**config.mk**
```make
export PLATFORM = sky130hd
export DESIGN_NAME = routing_network_prefix_table_top
export DESIGN_NICKNAME = d
export VERILOG_FILES = /design/src/hdl/rnpt_pkg.sv /design/src/hdl/rnpt_ctrl.sv /design/src/hdl/rnpt_dpath.sv /design/src/hdl/routing_network_prefix_table_top.sv
export VERILOG_INCLUDE_DIRS = /design/src /design/src/hdl
export SDC_FILE = /design/constraint.sdc
export NUM_CORES = 1
export LEC_CHECK = 0
export BUFFER_PORTS_ARGS = -buffer_cell sky130_fd_sc_hd__buf_2
export CAP_MARGIN = 20
export CORE_MARGIN = 4
export CORE_UTILIZATION = 54
export DETAILED_ROUTE_END_ITERATION = 8
export PLACE_DENSITY = 0.74
export SLEW_MARGIN = 20
export SYNTH_ARGS = -nofsm -noshare
export SYNTH_HDL_FRONTEND = slang
export SYNTH_SLANG_ARGS = --single-unit
```
**constraint.sdc**
```tcl
create_clock -name clock -period 19.9 [get_ports clock]
set_input_delay 0.995 -clock clock [delete_from_list [all_inputs] [get_ports clock]]
set_output_delay 0.995 -clock clock [all_outputs]
set_load 0.05 [all_outputs]
```
**src/hdl/routing_network_prefix_table_top_defines.svh**
```systemverilog
// assertion macros for the prefix table
`ifndef ROUTING_NETWORK_PREFIX_TABLE_TOP_DEFINES_SVH
`define ROUTING_NETWORK_PREFIX_TABLE_TOP_DEFINES_SVH

`ifndef SYNTHESIS

// same-cycle implication
`define RNPT_ASSERT_IMP(label, clk, rst, ante, cons) \
   label: assert property (@(posedge clk) disable iff (rst) (ante) |-> (cons)) \
      else $error("rnpt assertion failed");

// next-cycle implication
`define RNPT_ASSERT_NXT(label, clk, rst, ante, cons) \
   label: assert property (@(posedge clk) disable iff (rst) (ante) |=> (cons)) \
      else $error("rnpt assertion failed");

`else

`define RNPT_ASSERT_IMP(label, clk, rst, ante, cons)
`define RNPT_ASSERT_NXT(label, clk, rst, ante, cons)

`endif

`endif

```
**src/hdl/rnpt_pkg.sv**
```systemverilog
`timescale 1ns / 1ps

package rnpt_pkg;

   // action codes
   localparam logic [1:0] ACT_ADD   = 2'd0;
   localparam logic [1:0] ACT_FIND  = 2'd1;
   localparam logic [1:0] ACT_MATCH = 2'd2;

   // status codes
   localparam logic [2:0] ST_ADDED     = 3'd0;
   localparam logic [2:0] ST_PRESENT   = 3'd1;
   localparam logic [2:0] ST_FULL      = 3'd2;
   localparam logic [2:0] ST_FOUND     = 3'd3;
   localparam logic [2:0] ST_NOT_FOUND = 3'd4;

   typedef struct packed {
      logic [1:0]  action;
      logic [31:0] address;
      logic [31:0] mask;
      logic [7:0]  query_id;
   } req_type;

   typedef struct packed {
      logic [2:0]  status;
      logic [7:0]  net_id;
      logic [31:0] entry_prefix;
      logic [31:0] entry_mask;
   } rsp_type;

   typedef enum logic [1:0] {
      S_IDLE,
      S_SCAN,
      S_WRITE
   } ctrl_state_type;

   // which answer the datapath builds
   typedef enum logic [1:0] {
      RES_HIT,
      RES_MISS,
      RES_ADDED
   } res_type;

   typedef struct packed {
      logic    load;
      logic    scan;
      logic    write;
      logic    finish;
      res_type res;
   } cmd_type;

   typedef struct packed {
      logic eval_vld;
      logic hit;
      logic last;
      logic skip;
      logic full;
      logic is_add;
   } stat_type;

   // classful mask from the leading bits of a prefix
   function automatic logic [31:0] classful_mask(input logic [31:0] a);
      logic [31:0] m;
      if (!a[31]) begin
         m = 32'hFF00_0000;
      end else if (!a[30]) begin
         m = 32'hFFFF_0000;
      end else if (!a[29]) begin
         m = 32'hFFFF_FF00;
      end else begin
         m = 32'hFFFF_FFFF;
      end
      return m;
   endfunction

   // lowest set bit, one-hot; a longer mask has a smaller lowest bit
   function automatic logic [31:0] low_bit(input logic [31:0] m);
      return m & (~m + 32'd1);
   endfunction

endpackage

```
**src/hdl/rnpt_ctrl.sv**
```systemverilog
`timescale 1ns / 1ps

module rnpt_ctrl import rnpt_pkg::*; (
   input  logic     clock,
   input  logic     reset,
   input  logic     start,
   input  stat_type stat,
   output cmd_type  cmd,
   output logic     busy
);

   ctrl_state_type state_ff, state_in;

   // state register
   always_ff @(posedge clock) begin
      if (reset) begin
         state_ff <= S_IDLE;
      end else begin
         state_ff <= state_in;
      end
   end

   // next state and commands
   always_comb begin
      state_in   = state_ff;
      cmd        = '0;
      cmd.res    = RES_MISS;
      busy       = 1'b1;
      unique case (state_ff)
         S_IDLE: begin
            busy = 1'b0;
            if (start) begin
               cmd.load = 1'b1;
               state_in = S_SCAN;
            end
         end
         S_SCAN: begin
            cmd.scan = 1'b1;
            if (stat.skip) begin
               if (stat.is_add) begin
                  state_in = S_WRITE;
               end else begin
                  cmd.finish = 1'b1;
                  state_in   = S_IDLE;
               end
            end else if (stat.eval_vld && stat.hit) begin
               cmd.finish = 1'b1;
               cmd.res    = RES_HIT;
               state_in   = S_IDLE;
            end else if (stat.eval_vld && stat.last) begin
               if (stat.is_add && !stat.full) begin
                  state_in = S_WRITE;
               end else begin
                  cmd.finish = 1'b1;
                  state_in   = S_IDLE;
               end
            end
         end
         S_WRITE: begin
            cmd.write  = 1'b1;
            cmd.finish = 1'b1;
            cmd.res    = RES_ADDED;
            state_in   = S_IDLE;
         end
         default: begin
            state_in = S_IDLE;
         end
      endcase
   end

endmodule

```
**src/hdl/rnpt_dpath.sv**
```systemverilog
`timescale 1ns / 1ps

module rnpt_dpath import rnpt_pkg::*; #(
   parameter int DEPTH = 16
) (
   input  logic       clock,
   input  logic       reset,
   input  req_type    req_item,
   input  logic       csr_write,
   input  logic [7:0] csr_data,
   input  cmd_type    cmd,
   output stat_type   stat,
   output logic       rsp_strobe,
   output rsp_type    rsp_item
);

   localparam int CNT_W = $clog2(DEPTH + 1);
   localparam int IDX_W = (DEPTH > 1) ? $clog2(DEPTH) : 1;

   // latched item
   logic [1:0]  act_ff;
   logic [31:0] addr_ff;
   logic [31:0] mask_ff;
   logic [7:0]  qid_ff;
   logic [31:0] iflsb_ff;

   logic [7:0]       first_id_ff;
   logic [CNT_W-1:0] count_ff, count_in;
   logic [CNT_W-1:0] idx_ff, idx_in;
   logic [CNT_W-1:0] eval_idx_ff;
   logic             eval_vld_ff;
   logic [63:0]      rd_data_ff;
   logic [63:0]      mem [DEPTH];
   rsp_type          rsp_ff, rsp_in;
   logic             rsp_strobe_ff;

   logic        issue;
   logic [31:0] ent_p, ent_m, sel_m;
   logic [7:0]  eval_id;
   logic        match_ok;
   logic        hit;

   // item latch
   always_ff @(posedge clock) begin
      if (cmd.load) begin
         act_ff   <= req_item.action;
         addr_ff  <= req_item.address;
         mask_ff  <= req_item.mask;
         qid_ff   <= req_item.query_id;
         iflsb_ff <= low_bit(req_item.mask);
      end
   end

   // scan pointer and entry count
   assign issue    = cmd.scan && (idx_ff < count_ff);
   assign idx_in   = cmd.load ? '0 : (issue ? CNT_W'(idx_ff + 1'b1) : idx_ff);
   assign count_in = cmd.write ? CNT_W'(count_ff + 1'b1) : count_ff;

   always_ff @(posedge clock) begin
      if (reset) begin
         idx_ff        <= '0;
         count_ff      <= '0;
         eval_vld_ff   <= 1'b0;
         first_id_ff   <= '0;
         rsp_strobe_ff <= 1'b0;
      end else begin
         idx_ff        <= idx_in;
         count_ff      <= count_in;
         eval_vld_ff   <= issue;
         rsp_strobe_ff <= cmd.finish;
         if (csr_write) begin
            first_id_ff <= csr_data;
         end
      end
   end

   // table memory, one write and one registered read
   always_ff @(posedge clock) begin
      if (cmd.write) begin
         mem[count_ff[IDX_W-1:0]] <= {addr_ff, mask_ff};
      end
      if (issue) begin
         rd_data_ff <= mem[idx_ff[IDX_W-1:0]];
      end
      eval_idx_ff <= idx_ff;
   end

   // entry test
   assign ent_p   = rd_data_ff[63:32];
   assign ent_m   = rd_data_ff[31:0];
   assign sel_m   = (ent_m == '0) ? classful_mask(ent_p) : ent_m;
   assign eval_id = first_id_ff + 8'(eval_idx_ff);
   assign match_ok = (ent_p == '0) ||
                     ((((ent_p ^ addr_ff) & sel_m) == '0) && (iflsb_ff != '0) &&
                      (low_bit(sel_m) >= iflsb_ff));

   always_comb begin
      case (act_ff)
         ACT_ADD:   hit = (ent_p == addr_ff) && (ent_m == mask_ff);
         ACT_FIND:  hit = (eval_id == qid_ff);
         ACT_MATCH: hit = match_ok;
         default:   hit = 1'b0;
      endcase
   end

   assign stat.eval_vld = eval_vld_ff;
   assign stat.hit      = hit;
   assign stat.last     = (CNT_W'(eval_idx_ff + 1'b1) == count_ff);
   assign stat.skip     = (count_ff == '0) || (act_ff == ACT_MATCH && addr_ff == '0) ||
                          (act_ff != ACT_ADD && act_ff != ACT_FIND && act_ff != ACT_MATCH);
   assign stat.full     = (count_ff == CNT_W'(DEPTH));
   assign stat.is_add   = (act_ff == ACT_ADD);

   // result build
   always_comb begin
      rsp_in = '0;
      unique case (cmd.res)
         RES_HIT: begin
            rsp_in.status = (act_ff == ACT_ADD) ? ST_PRESENT : ST_FOUND;
            rsp_in.net_id = eval_id;
            if (act_ff == ACT_FIND) begin
               rsp_in.entry_prefix = ent_p;
               rsp_in.entry_mask   = ent_m;
            end
         end
         RES_ADDED: begin
            rsp_in.status = ST_ADDED;
            rsp_in.net_id = first_id_ff + 8'(count_ff);
         end
         RES_MISS: begin
            rsp_in.status = (act_ff == ACT_ADD) ? ST_FULL : ST_NOT_FOUND;
         end
         default: begin
            rsp_in.status = ST_NOT_FOUND;
         end
      endcase
   end

   always_ff @(posedge clock) begin
      if (cmd.finish) begin
         rsp_ff <= rsp_in;
      end
   end

   assign rsp_strobe = rsp_strobe_ff;
   assign rsp_item   = rsp_ff;

endmodule

```
**src/hdl/routing_network_prefix_table_top.sv**
```systemverilog
`timescale 1ns / 1ps
// channel   ports                               transfer
// request   start, busy, req_item               start high while busy low
// result    rsp_strobe, rsp_item                one-cycle strobe, never held off
// config    csr_valid, csr_ready, csr_data      valid and ready both high
//
// an item is accepted, then its stored entries are read and tested in turn until a
// hit or the last one (at most DEPTH), an add that appends then writes its entry,
// and the result strobe is registered; the single read port of the table memory scans one entry per cycle.
// reset clears the entry count, first_id and control; the table needs no clear.
// busy is high while an item is at work; the result cycle does not stall intake.

`include "routing_network_prefix_table_top_defines.svh"

module routing_network_prefix_table_top import rnpt_pkg::*; #(
   parameter int DEPTH = 16
) (
   input  logic       clock,
   input  logic       reset,
   input  logic       start,
   output logic       busy,
   input  req_type    req_item,
   output logic       rsp_strobe,
   output rsp_type    rsp_item,
   input  logic       csr_valid,
   output logic       csr_ready,
   input  logic [7:0] csr_data
);

   cmd_type  cmd;
   stat_type stat;

   // configuration taken only between items
   assign csr_ready = !busy;

   rnpt_ctrl u_ctrl (
      .clock (clock),
      .reset (reset),
      .start (start),
      .stat  (stat),
      .cmd   (cmd),
      .busy  (busy)
   );

   rnpt_dpath #(
      .DEPTH (DEPTH)
   ) u_dpath (
      .clock      (clock),
      .reset      (reset),
      .req_item   (req_item),
      .csr_write  (csr_valid && csr_ready),
      .csr_data   (csr_data),
      .cmd        (cmd),
      .stat       (stat),
      .rsp_strobe (rsp_strobe),
      .rsp_item   (rsp_item)
   );

   // accepted item keeps the block busy next cycle
   `RNPT_ASSERT_NXT(a_accept_busy, clock, reset, start && !busy, busy)
   // a result appears only after the controller went back to idle
   `RNPT_ASSERT_IMP(a_rsp_idle, clock, reset, rsp_strobe, !busy)
   // full and not-found carry no identifier
   `RNPT_ASSERT_IMP(a_miss_id, clock, reset,
      rsp_strobe && (rsp_item.status == ST_FULL || rsp_item.status == ST_NOT_FOUND),
      rsp_item.net_id == 8'd0)

endmodule
```
==> qor.csv, run 1 <==
stage,metric,value,unit
place,Port-buffer cells,163,
synth,register area share after synthesis,75.16,%
finish,Layout Cells excl Fill,4060,
place,gpl congestion,0.9377,
drt,via/cell ratio,6.511,
synth,Yosys reg bits,1295,
synth,adder-cell share of the synthesized area,1.442,%
clock_tree,Clock transition at path regs,0.07,ns
finish,Area Growth Syn to Fin,13.03,%
synth,"count leader, synth",edfxtp_1,
synth,"EDFF count, synth",1268,
global_route,first-pass GRT wire length,189900,um
place,DPL Wire Length,76030,um
drt,DRC,0,
clock_tree,number of CTS-inserted buffers,133,
clock_tree,clock sink count,1295,
setup_path,"Top cell by count, worst path",o211ai_1,
global_route,vias in the first global route,26510,
outcome,status,"complete, no violations",
synth,Post-Syn Area,0.05138,sq mm
clock_tree,CTS tree,done,
finish,# diodes,0,
setup_path,critical path required time,20.26,ns
synth,Synth Warn #,0,
drt,Antenna Nets Post-Route,0,
timing,Worst-Margin Slew,1.125,ns
finish,multi-input combinational cell area,0.01222,sq mm
timing,worst setup margin,12.54,ns
timing,final worst-path cycle share,37.01,%
synth,largest family of logic cells by synthesized area,multiplexers,
setup_path,Setup crit end kind,flop,
job,MaxCap Viol Count,0,
power,leakage power,18.31,nW
clock_tree,"Hold-fix buffers, CTS",0,
drt,DR pass1 iterations,6,
synth,post-synth top area share,74.11,%
finish,fillers,6365,
die,Die Y,316.5,um
synth,simple-gate portion of the synthesized area,4.829,%
timing,relative max-transition margin,25.02,%
synth,post-synth cell types,73,
synth,"FFs w/ async S/R, synth",0,%
timing,minimum clock period,7.364,ns
setup_path,startpoint types,flop,
synth,Syn Area/Cell,20.79,sq um
place,dpl cells,3819,
setup_path,slowest CP cell,buf_4,
die,Die Span X,316.5,um
synth,mux cell area share after synthesis,14.10,%
global_route,initial antenna violation count,6,
timing,setup_tns,0,ns
die,Die ar.,0.1001,sq mm
worst_hold_path,Min-Delay Path Class,input pin to flop,
clock_tree,Worst-Skew Late Latency,0.76,ns
clock_tree,Post-CTS Resized,0,
finish,Reg area,0.03863,sq mm
global_route,largest net degree at the start of global routing,75,
synth,Post-Synth XOR/XNOR Area,1.568,%
global_route,GRT Util Overall,26.78,%
place,Place WS,12.85,ns
synth,top_reg_cell synth,edfxtp_1,
synth,post-synth top area cell,edfxtp_1,
synth,largest cells by area after synthesis,"edfxtp_1 (74%), mux4_2 (14%), ha_1 (1.4%)",
power,Int Pwr,4.498,mW
die,Core Box Area,0.09389,sq mm
power,Reg power frac,54.2,%
setup_path,Setup Crit Path Kind,flop to flop,
synth,Post-synth top cells,"edfxtp_1 (1268), mux4_2 (320), and2_1 (90), clkbuf_1 (79), xor2_1 (75)",
setup_path,Crit Path Max Fanout,64,
synth,Mapped Cells,2471,
drt,First DRT Iteration DRCs,3755,
timing,final hold viol count,0,
setup_path,Worst Path Arrival,7.73,ns
drt,Vias,26440,
clock_tree,Post-CTS Setup Repair Bufs,0,
timing,Finish-stage setup viols,0,
finish,share of cells above drive strength 1,26.69,%
setup_path,"slowest stage delay, CP",0.78,ns
drt,final wirelength,131400,um
timing,highest clock rate,135.8,MHz
clock_tree,root buffer cell,clkbuf_16,
drt,routed len/inst,32.38,um
power,P per Cell Area,98.07,mW/mm^2
power,VDD IR max,0.06817,mV
timing,Worst Skew,0.02525,ns
die,Core Rows,112,
die,starting density of the core,54.72,%
power,switching pwr,1.198,mW
power,Sw Share,21.04,%
power,logic gate share of total power,2.1,%
global_route,Overflow after GRT,0,
clock_tree,clk buf depth,3,
timing,RSZ-0062 raised after global routing,no,
synth,post-synthesis compound-gate area fraction,1.719,%
synth,syn_nets,2615,
finish,nets,2844,
die,IO Pins,164,
clock_tree,H-tree depth,4,
power,clock power share,43.7,%
timing,Pins Over Slew Limit,0,
setup_path,crit-path cells,or4_1 -> nor4_2 -> nand4b_1 -> or3b_2 -> nor4_1 -> and4b_1 -> ha_1 -> nand4_1 -> or2_2 -> a2111oi_0 -> o41ai_1 -> o2111a_1 -> o211ai_1 -> o211ai_1 -> a21boi_4 -> buf_4,
## area by class of cell
cell class	count	share of cell area (%)
Clock buffer	156	5.916
Clock inverter	85	1.612
Inverter	60	0.3878
Multi-Input combinational cell	1015	21.04
Sequential cell	1295	66.52
Tap cell	1254	2.702
Timing Repair Buffer	195	1.818
## state kept, by name (all words and copies together), names as in the netlist
register and cells:
u_dpath.mem 1024, u_dpath.rsp_item 75, u_dpath.rd_data_ff 64, u_dpath.addr_ff 32, u_dpath.iflsb_ff 32, u_dpath.mask_ff 31, u_dpath.first_id_ff 8, u_dpath.qid_ff 8
u_dpath.count_ff 5, u_dpath.eval_idx_ff 5, u_dpath.idx_ff 5, u_ctrl.state_ff 2, u_dpath.act_ff 2, u_dpath.eval_vld_ff 1, u_dpath.rsp_strobe 1
## power by group through the flow
stage | registers (mW) | clock network [mW] | logic, mW
5_1_grt | 3.09 | 2.65 | 0.127
4_1_cts | 3.09 | 2.52 | 0.120
2_1_floorplan | 3.14 | 0 | 0.0498
3_5_place_dp | 3.14 | 0 | 0.119
3_3_place_gp | 3.14 | 0 | 0.118
6_report | 3.09 | 2.49 | 0.121
## stage by stage
step	power (mW)	hold slack (ns)	util (%)	instance area [sq um]
2_1_floorplan	3.189	0.3540	-	51380
3_3_place_gp	3.257	0.3879	57.20	53700
3_5_place_dp	3.263	0.3893	57.20	53700
4_1_cts	5.727	0.3729	61.86	58080
5_1_grt	5.867	0.3896	61.86	58080
6_report	5.696	0.4161	61.86	58080
## metal layers
metal	global-route usage, %	share of wire (%)	wire length (um)
met2	41.73	48	62780
met1	39.19	40	52250
met5	0	0.0099	13
met3	6.065	10	13580
met4	6.838	2.1	2820
## path summary, 6_finish.rpt
| path | to | slack, ns | depth (start not counted) | startpoint |
|---|---|---|---|---|
| max | u_dpath.rsp_item[58] | 12.54 | 16 | u_dpath.rd_data_ff[5] |
| min | u_dpath.qid_ff[5] | 0.42 | 1 | req_item[5] |
| max reg2reg | u_dpath.rsp_item[58] | 12.54 | 16 | u_dpath.rd_data_ff[5] |
| min reg2reg | u_dpath.eval_idx_ff[4] | 0.42 | 0 | u_dpath.idx_ff[4] |
## placed cells by master, fill, tap and decap left out, drive strengths merged, types with 5 or more instances in the layout
cell type / netlist / layout
and3: 10 / 10
o21ai: 18 / 18
nand2b: 8 / 8
ha: 56 / 56
nand4: 27 / 27
or4: 11 / 11
nand3: 22 / 22
a211oi: 6 / 6
nor4b: 11 / 11
inv: 60 / 69
clkbuf: 79 / 156
o22ai: 5 / 5
o211ai: 8 / 8
a41oi: 5 / 5
bufinv: 0 / 14
clkinv: 0 / 56
a22oi: 15 / 15
nand2: 52 / 52
nor2: 54 / 54
a21o: 10 / 10
nor2b: 9 / 9
nor3b: 15 / 15
buf: 22 / 195
and3b: 5 / 5
a21oi: 29 / 29
nor4: 59 / 59
and2: 91 / 91
xor2: 75 / 75
edfxtp: 1268 / 1268
nor3: 13 / 13
mux4: 320 / 320
clkinvlp: 0 / 6
dfxtp: 27 / 27
nand3b: 7 / 7
xnor2: 17 / 17
## cell families after synthesis
logic type	count (synthesis)
and+or+nand+nor	413
muxes	324
AOI/OAI and AO/OA	128
DFF	1295
xor gates and xnor gates	92
adders and majority gates	58
buffers and inverters	161
## critical path, delay by kind of cell (launching register included)
| kind | cells | cell delay, ns |
|---|---|---|
| compound gates | 6 | 2.21 |
| fa+ha+maj | 1 | 0.18 |
| flops | 1 | 0.53 |
| buf+inv | 1 | 0.78 |
| simple gates | 8 | 3.14 |
(Power assumes the default switching activity.)
==> inputs of run 2 (changes only) <==
==> constraint.sdc (replaced) <==
create_clock -name clock -period 7.1 [get_ports clock]
set_input_delay 0.355 -clock clock [delete_from_list [all_inputs] [get_ports clock]]
set_output_delay 0.355 -clock clock [all_outputs]
set_load 0.05 [all_outputs]
==> run 2 against run 1 <==
Combinational power increased to 3.1 times the previous value. Worst setup slack got worse by 12 ns. Clock skew is 0.016 ns higher. Critical path depth did not move. Register-to-register slack worse by 12 ns. First-iteration DRC count decreased by 4.3%. Count of clock-buffer cells in the layout grew 12. Sequential power grew to 2.8 times the previous value. Global-route usage up 0.065 points. Largest cell class unchanged. Highest routed layer unchanged.
==> qor.csv, run 2 (synthesis gave the netlist of run 1 again) <==
stage,metric,value,unit,change
clock_tree,Worst-Skew Late Latency,0.75,ns,about the same
finish,"leading cell type in the layout, fill and taps excluded",edfxtp_1,,
finish,fillers,6218,,-2.3%
global_route,Top Usage Layer GRT,met2,,
setup_path,crit-path cells,or4_1 -> nor4_2 -> nand4b_1 -> or3b_2 -> nor4_2 -> and4b_1 -> ha_1 -> nand4_1 -> or2_2 -> a2111oi_0 -> o41ai_1 -> o2111a_1 -> o211ai_1 -> o211ai_1 -> a21boi_4 -> buf_12,,
place,dpl cells,3819,,unchanged
die,Die Y,316.5,um,unchanged
power,clock power share,42.3,%,-1.4 points
die,Die Span X,316.5,um,unchanged
drt,Antenna Nets Post-Route,0,,unchanged
drt,routed len/inst,31.87,um,-1.6%
die,starting density of the core,54.72,%,unchanged
place,gpl congestion,0.9401,,+0.26%
power,VDD IR max,0.2019,mV,+200%
clock_tree,clk buf depth,3,,unchanged
setup_path,Setup Crit Path Kind,flop to flop,,
place,DPL Wire Length,75350,um,-0.90%
drt,DR pass1 iterations,7,,+1
setup_path,cell family with most CP delay,simple AND/OR/NAND/NOR gates,,
finish,# diodes,0,,unchanged
finish,"commonest cells after routing, fill and taps aside","edfxtp_1 (1268), mux4_2 (320), buf_2 (163)",,
setup_path,critical path required time,7.49,ns,-12.77 ns
power,Sw Share,21.31,%,+0.27 points
drt,First DRT Iteration DRCs,3592,,-4.3%
outcome,status,"complete, no violations",,
global_route,met1 GRT Util,38.26,%,-0.93 points
finish,nets,2940,,+3.4%
clock_tree,root buffer cell,clkbuf_16,,
timing,minimum clock period,6.660,ns,-0.7047 ns
worst_hold_path,Min-Delay Path Class,input pin to flop,,
timing,Worst-Margin Slew,1.101,ns,-0.02383 ns
clock_tree,H-tree depth,4,,unchanged
timing,final hold viol count,0,,unchanged
power,logic gate share of total power,2.4,%,+0.3 points
global_route,met3 usage,7.490,%,+1.4 points
finish,share of cells above drive strength 1,25.26,%,-1.4 points
job,MaxCap Viol Count,0,,unchanged
global_route,vias in the first global route,26710,,+0.79%
setup_path,startpoint types,flop,,
setup_path,Buf/Inv on CP,1,,unchanged
drt,final wirelength,132500,um,+0.77%
timing,relative max-transition margin,26.61,%,+1.6 points
die,Core Rows,112,,unchanged
power,P per Cell Area,266.1,mW/mm^2,+170%
global_route,largest net degree at the start of global routing,145,,+93%
global_route,initial antenna violation count,5,,-1
global_route,first-pass GRT wire length,189600,um,-0.16%
setup_path,Worst Path Arrival,7.05,ns,-0.68 ns
power,leakage power,18.58,nW,+1.5%
timing,final worst-path cycle share,93.80,%,+57 points
clock_tree,CTS tree,done,,
timing,RSZ-0062 raised after global routing,no,,
timing,Pins Over Slew Limit,0,,unchanged
place,Port-buffer cells,163,,unchanged
drt,via/cell ratio,6.438,,-1.1%
finish,Area Growth Syn to Fin,14.58,%,
finish,Layout Cells excl Fill,4156,,+2.4%
timing,setup_tns,0,ns,unchanged
setup_path,"slowest stage delay, CP",0.60,ns,-0.18 ns
timing,Worst Skew,0.04092,ns,+0.01567 ns
timing,Finish-stage setup viols,0,,unchanged
global_route,Overflow after GRT,0,,unchanged
setup_path,Crit Path Max Fanout,64,,unchanged
drt,DRC,0,,unchanged
global_route,met2 usage,41.37,%,-0.36 points
finish,multi-input combinational cell area,0.01223,sq mm,about the same
clock_tree,clock sink count,1295,,unchanged
clock_tree,Clock transition at path regs,0.06,ns,about the same
power,switching pwr,3.338,mW,+180%
die,IO Pins,164,,unchanged
finish,final instance area,0.05887,sq mm,+1.4%
place,dpl cell area,0.05374,sq mm,about the same
power,Reg power frac,55.3,%,+1.1 points
timing,highest clock rate,150.2,MHz,+11%
finish,Largest register FFs,1024,,unchanged
setup_path,slowest CP cell,or3b_2,,
power,Int Pwr,12.33,mW,+170%
drt,Vias,26760,,+1.2%
setup_path,Setup crit end kind,flop,,
global_route,GRT Util Overall,26.84,%,+0.065 points
clock_tree,number of CTS-inserted buffers,132,,-0.75%
die,Core Box Area,0.09389,sq mm,unchanged
finish,Reg area,0.03863,sq mm,unchanged
die,Die ar.,0.1001,sq mm,unchanged
[run 2: what timing repair did]
action	CTS	global route
hold endpoints to repair	117	0
resized for setup	0	2
setup endpoints to repair	0	64
buffers inserted	0	0
hold buffers	97	0
[run 2: worst paths after layout]
kind	slack, ns	to	cells past startpoint	start
hold / removal	0.24	u_dpath.first_id_ff[7]	4	csr_valid
setup reg to reg	0.44	u_dpath.rsp_item[42]	16	u_dpath.rd_data_ff[4]
hold reg to reg	0.40	u_dpath.eval_idx_ff[4]	0	u_dpath.idx_ff[4]
setup / recovery	0.44	u_dpath.rsp_item[42]	16	u_dpath.rd_data_ff[4]
[run 2: layout make-up]
cell class / instances / share of cell area, %
flip-flops and latches: 1295 / 65.62
multi-input cells: 1015 / 20.78
clock buffers: 168 / 6.002
repair buffers: 292 / 3.507
well taps: 1254 / 2.665
clock inverters: 72 / 1.044
inverters: 60 / 0.3826
[run 2: tightest hold or removal path, cell delays in order]
cell	delay, ns
buf_2	0.17
nand2_1	0.21
nand2_1	0.12
a21oi_1	0.06
[run 2: through the flow]
| stage | power [mW] | hold WS, ns | util (%) | worst slack [ns] |
|---|---|---|---|---|
| floorplan | 8.934 | 0.3540 | - | 0.3966 |
| global placement | 9.127 | 0.4018 | 57.24 | 0.8212 |
| detailed placement | 9.141 | 0.4048 | 57.24 | 0.4737 |
| CTS | 15.74 | 0.1841 | 62.69 | 0.4117 |
| global route | 16.14 | 0.2808 | 62.70 | 0.04260 |
| finish | 15.67 | 0.2424 | 62.70 | 0.4402 |
[run 2: routing by layer]
metal	vias up	routed length [um]	part of all wire (%)
li1	10910	-	-
met1	13980	51650	39
met2	1630	62550	47
met3	234	14760	11
met4	2	3498	2.6
met5	-	7	0.0053
[run 2: power groups by stage]
stage | registers [mW] | clock network (mW) | logic, mW
6_report | 8.66 | 6.63 | 0.379
5_1_grt | 8.67 | 7.07 | 0.402
4_1_cts | 8.65 | 6.72 | 0.375
3_5_place_dp | 8.81 | 0 | 0.328
3_3_place_gp | 8.80 | 0 | 0.326
2_1_floorplan | 8.79 | 0 | 0.140
